==> src/hw/rtl/assert_macros.svh <==
// Assertion macros used by the top file of the softmax row normalizer core.
// Depends on nothing.
`ifndef ASSERT_MACROS_SVH
`define ASSERT_MACROS_SVH
`define ASSERT_IMPL(label, clk, rst_n, a, c) \
	label: assert property (@(posedge clk) disable iff (!rst_n) (a) |-> (c)) \
	else $error("assertion failed");
`define ASSERT_NEXT(label, clk, rst_n, a, c) \
	label: assert property (@(posedge clk) disable iff (!rst_n) (a) |=> (c)) \
	else $error("assertion failed");
`endif

==> src/hw/rtl/smx_pkg.sv <==
`timescale 1ns / 1ps
// Shared types and constants of the softmax row normalizer.
// Depends on nothing.
package smx_pkg;
	localparam logic [22:0] LOG2E_Q22 = 23'd6051102;
	localparam logic [29:0] LN2_Q30 = 30'd744261118;
	localparam logic [20:0] EXP_SUM_MAX = 21'h1FFFFF;
	localparam logic [31:0] RECIP3 = 32'hAAAAAAAB;
	localparam logic [31:0] RECIP5 = 32'hCCCCCCCD;
	typedef struct packed {
		logic [15:0] logit;
		logic        row_end;
	} smx_item_t;
endpackage

==> src/hw/rtl/smx_front.sv <==
`timescale 1ns / 1ps
// Front part: registers each accepted word into a two-entry queue.
// Depends on smx_pkg.
module smx_front (
	input  logic             clk,
	input  logic             arst_n,
	input  logic             in_valid,
	output logic             in_ready,
	input  smx_pkg::smx_item_t in_item,
	output logic             q_valid,
	input  logic             q_ready,
	output smx_pkg::smx_item_t q_item
);
	import smx_pkg::*;
	smx_item_t mem_q [2];
	logic [0:0] wp_q, rp_q;
	logic [1:0] cnt_q;
	assign in_ready = cnt_q != 2'd2;
	assign q_valid = cnt_q != 2'd0;
	assign q_item = mem_q[rp_q];
	always_ff @(posedge clk) begin
		if (in_valid && in_ready) mem_q[wp_q] <= in_item;
	end
	always_ff @(posedge clk or negedge arst_n) begin
		if (!arst_n) begin
			wp_q <= '0; rp_q <= '0; cnt_q <= '0;
		end else begin
			if (in_valid && in_ready) wp_q <= wp_q + 1'b1;
			if (q_valid && q_ready) rp_q <= rp_q + 1'b1;
			cnt_q <= cnt_q + 2'(in_valid && in_ready) - 2'(q_valid && q_ready);
		end
	end
endmodule

==> config.mk <==
export PLATFORM = sky130hd
export DESIGN_NAME = smx_front
export DESIGN_NICKNAME = d
export VERILOG_FILES = /design/src/hw/rtl/assert_macros.svh /design/src/hw/rtl/smx_pkg.sv /design/src/hw/rtl/smx_front.sv
export SDC_FILE = /design/constraint.sdc
export NUM_CORES = 1
export LEC_CHECK = 0
export BUFFER_PORTS_ARGS = -buffer_cell sky130_fd_sc_hd__clkbuf_2
export CORE_MARGIN = 3
export CORE_UTILIZATION = 50
export CTS_CLUSTER_DIAMETER = 30
export DETAILED_ROUTE_END_ITERATION = 10
export GPL_ROUTABILITY_DRIVEN = 0
export HOLD_SLACK_MARGIN = 0.1
export PLACE_DENSITY_LB_ADDON = 0.05
export SLEW_MARGIN = 30
export SYNTH_ARGS = -nofsm -noshare
export SYNTH_HDL_FRONTEND = slang
export SYNTH_SLANG_ARGS = --single-unit
==> constraint.sdc <==
create_clock -name clk -period 5.7 [get_ports clk]
set_clock_uncertainty 0.1 [all_clocks]
set_input_delay 0 -clock clk [delete_from_list [all_inputs] [get_ports clk]]
set_output_delay 0 -clock clk [all_outputs]
set_load 0.03 [all_outputs]
==> summary.md <==
| Metric | Value |
|---|---|
| Initial antenna violation count | 0 |
| Final Power | 0.0009052 W |
| CTS buffer count | 5 |
| Largest net degree at the start of global routing | 19 |
| Final Cycle Share | 0.3411 |
| Via count | 852 |
| Post-route ant nets | 0 |
| Setup Buffers After CTS | 0 |
| FP Rows | 18 |
| CP max FO | 9 |
| Multiplexer area fraction after synthesis | 0.1322 |
| Synthesized flop and latch total | 38 |
| Share of layout cells above drive strength 1 | 0.4500 |
| Die Height | 59.81 um |
| Unrepaired setup endpoints after global routing | false |
| GR Overflow Total | 0 |
| Adder-cell share of the synthesized area | 0.008643 |
| Pwr per Cell Area | 470.7 nW/um^2 |
| Final setup fails | 0 |
| CP Class | reg2reg |
| Final Hold Vio Count | 0 |
| Overall routing resource usage | 0.1544 |
| Nets | 163 |
| Core area | 2613 um^2 |
| Wire length per cell | 14.06 um |
| Port bufs | 39 |
| Post-Syn Instances | 75 |
| Number of I/O pins | 40 |
| # diodes | 0 |
| Fmax | 514.4 MHz |
| Area contributors post-synth | edfxtp_1, mux2_2, dfrtp_1 |
| Clock-pin slew on the worst setup and hold paths | 0.10 ns |
| Sequential fraction of the synthesis area | 0.7744 |
| Leakage power | 0.7604 nW |
| Post-synthesis xor/xnor area fraction | 0.01815 |
| Netlist Area Pre-Place | 1448 um^2 |
| Top cell type's share of synthesized area | 0.7053 |
| Synth-to-Final Area Change | 32.84% |
| PostCTS Resize Cnt | 0 |
| Worst endpoint required time | 5.64 ns |
| Final Max Slew Viols | 0 |
| Via-to-Cell Ratio | 5.012 |
| Syn_nets | 97 |
| Routed WL | 2.390 mm |
| Minimum clock period | 1.944 ns |
| Clock Latency Late Sink | 0.32 ns |
| Slowest stage cell, crit path | nor2_1 |
| Status | finished, final reports clean |
| H-tree depth | 2 |
| Endpoint class of the critical path | flip-flop |
| CTS root buf | clkbuf_4 |
| Largest family of logic cells by synthesized area | multiplexers |
| CTS max path bufs | 2 |
| Max-cap violations | 0 |
| Post-Synth Simple-Gate Area | 0.03371 |
| Synth unique cells | 18 |
| First-pass GRT wire length | 3.836 mm |
| Compound-Gate Fraction of Synth Area | 0.02161 |
| Starting Density | 0.5541 |
| Least-Margin Pin Slew | 0.7848 ns |
| Synthesized area per cell | 19.30 um^2 |
| Critical path, cell by cell | nand2b_1 -> nand2_1 -> nor2_1 -> buf_4 |
| Crit-path max cell delay | 0.55 ns |
| Drt pass-1 iters | 3 |
| DRC Markers | 0 |
| Die Wd | 59.81 um |
| Maximum vdd drop | 0.0003613 V |
| Vias in the first global route | 877 |
| CTS tree | done |
| Syn. warnings | 0 |
| Setup TNS | 0 ns |
| Total Die Area | 3577 um^2 |
| Setup crit start kind | flip-flop |
| Hold Path Class | in2reg |
| Synth area leader | edfxtp_1 |
| Rel. slew slack | 0.4768 |
| Initial drt markers | 9 |
| CTS Sinks | 38 |
| Arrival @ worst endpoint | 1.88 ns |
[synth_stat cells, drive strengths merged]
| master | instances |
|---|---|
| buf | 2 |
| edfxtp | 34 |
| nor2b | 1 |
| and3 | 1 |
| nor2 | 3 |
| a32oi | 1 |
| or2 | 1 |
| mux2 | 17 |
| nand2b | 1 |
| a21bo | 1 |
| dfrtp | 4 |
| ha | 1 |
| o21ai | 1 |
| xnor2 | 3 |
| nand2 | 2 |
| a211oi | 1 |
| nand3 | 1 |
[report_power, final]
part	internal (W)	switching, W
logic	0.000139	0.000216
clock network	0.0000421	0.0000747
registers	0.000384	0.0000499
total	0.000565	0.000341
[worst paths after layout]
check	slack, ns	end	depth (start not counted)	from
min in group asynchronous	0.47	cnt_q[0]$_DFF_PN0_	3	arst_n
worst max register to register	3.76	mem_q[0][5]$_DFFE_PP_	4	cnt_q[0]$_DFF_PN0_
max in group asynchronous	4.86	rp_q$_DFFE_PN0P_	3	arst_n
worst max-delay path	3.76	mem_q[0][5]$_DFFE_PP_	4	cnt_q[0]$_DFF_PN0_
worst min register to register	0.40	wp_q$_DFFE_PN0P_	1	wp_q$_DFFE_PN0P_
worst min-delay path	0.29	mem_q[0][1]$_DFFE_PP_	2	in_item[1]
[critical path, delay by kind of cell, from the launching register on]
family / cells / cell delay [ns]
buf+inv: 1 / 0.30
simple gates: 3 / 0.81
flops: 1 / 0.45
[registers in the layout (all words and copies together) (netlist names)]
name / cells
mem_q: 34
cnt_q: 2
wp_q: 1
rp_q: 1
[per-layer routing]
layer / track usage / vias to the layer above / routed length, um
li1: - / 420 / -
met1: 0.1806 / 394 / 996
met2: 0.2392 / 32 / 1132
met3: 0.07991 / 6 / 192
met4: 0.06329 / 0 / 69
met5: 0 / - / 0
[cell type report]
| cell class | instances | area [um^2] |
|---|---|---|
| clock inverters | 1 | 3.754 |
| repair buffers | 61 | 412.9 |
| multi-input cells | 35 | 310.3 |
| flip-flops and latches | 38 | 1121 |
| clock buffers | 5 | 37.54 |
| fillers | 185 | 689.4 |
| well taps | 30 | 37.54 |
[repair_timing]
action / in CTS / in global routing
endpoints found under the setup margin: 0 / 0
hold buffers: 21 / 0
hold endpoints to repair: 42 / 0
[kinds of logic after synthesis]
kind of cell | Yosys count
flip-flops | 38
adder cells (fa/ha/maj) | 1
AO/OA/AOI/OAI | 4
XOR/XNOR | 3
AND/OR/NAND/NOR | 10
multiplexers | 17
buffers and inverters | 2
[through the flow]
step | setup WS, ns | std cells | hold WS (ns) | utilization | area (um^2)
after floorplan | 3.581 | 75 | -0.3956 | - | 1448
after global placement | 3.774 | 143 | -0.2858 | 0.6398 | 1672
after detailed placement | 3.731 | 143 | -0.2843 | 0.6398 | 1672
after CTS | 3.723 | 170 | 0.2841 | 0.7361 | 1923
after global routing | 3.597 | 170 | 0.2786 | 0.7361 | 1923
final | 3.756 | 170 | 0.2942 | 0.7361 | 1923
[cell usage in the layout, fill, tap and decap left out, types with 2 or more instances in the layout]
cell           Yosys  routed
nor2_1             3       3
clkbuf_2           0      39
edfxtp_1          34      34
dlygate4sd3_1      0      21
dfrtp_1            4       4
clkbuf_4           0       5
xnor2_1            3       3
mux2_2            17      17
nand2_1            2       2
No activity file was read; power rests on OpenSTA's default activity.
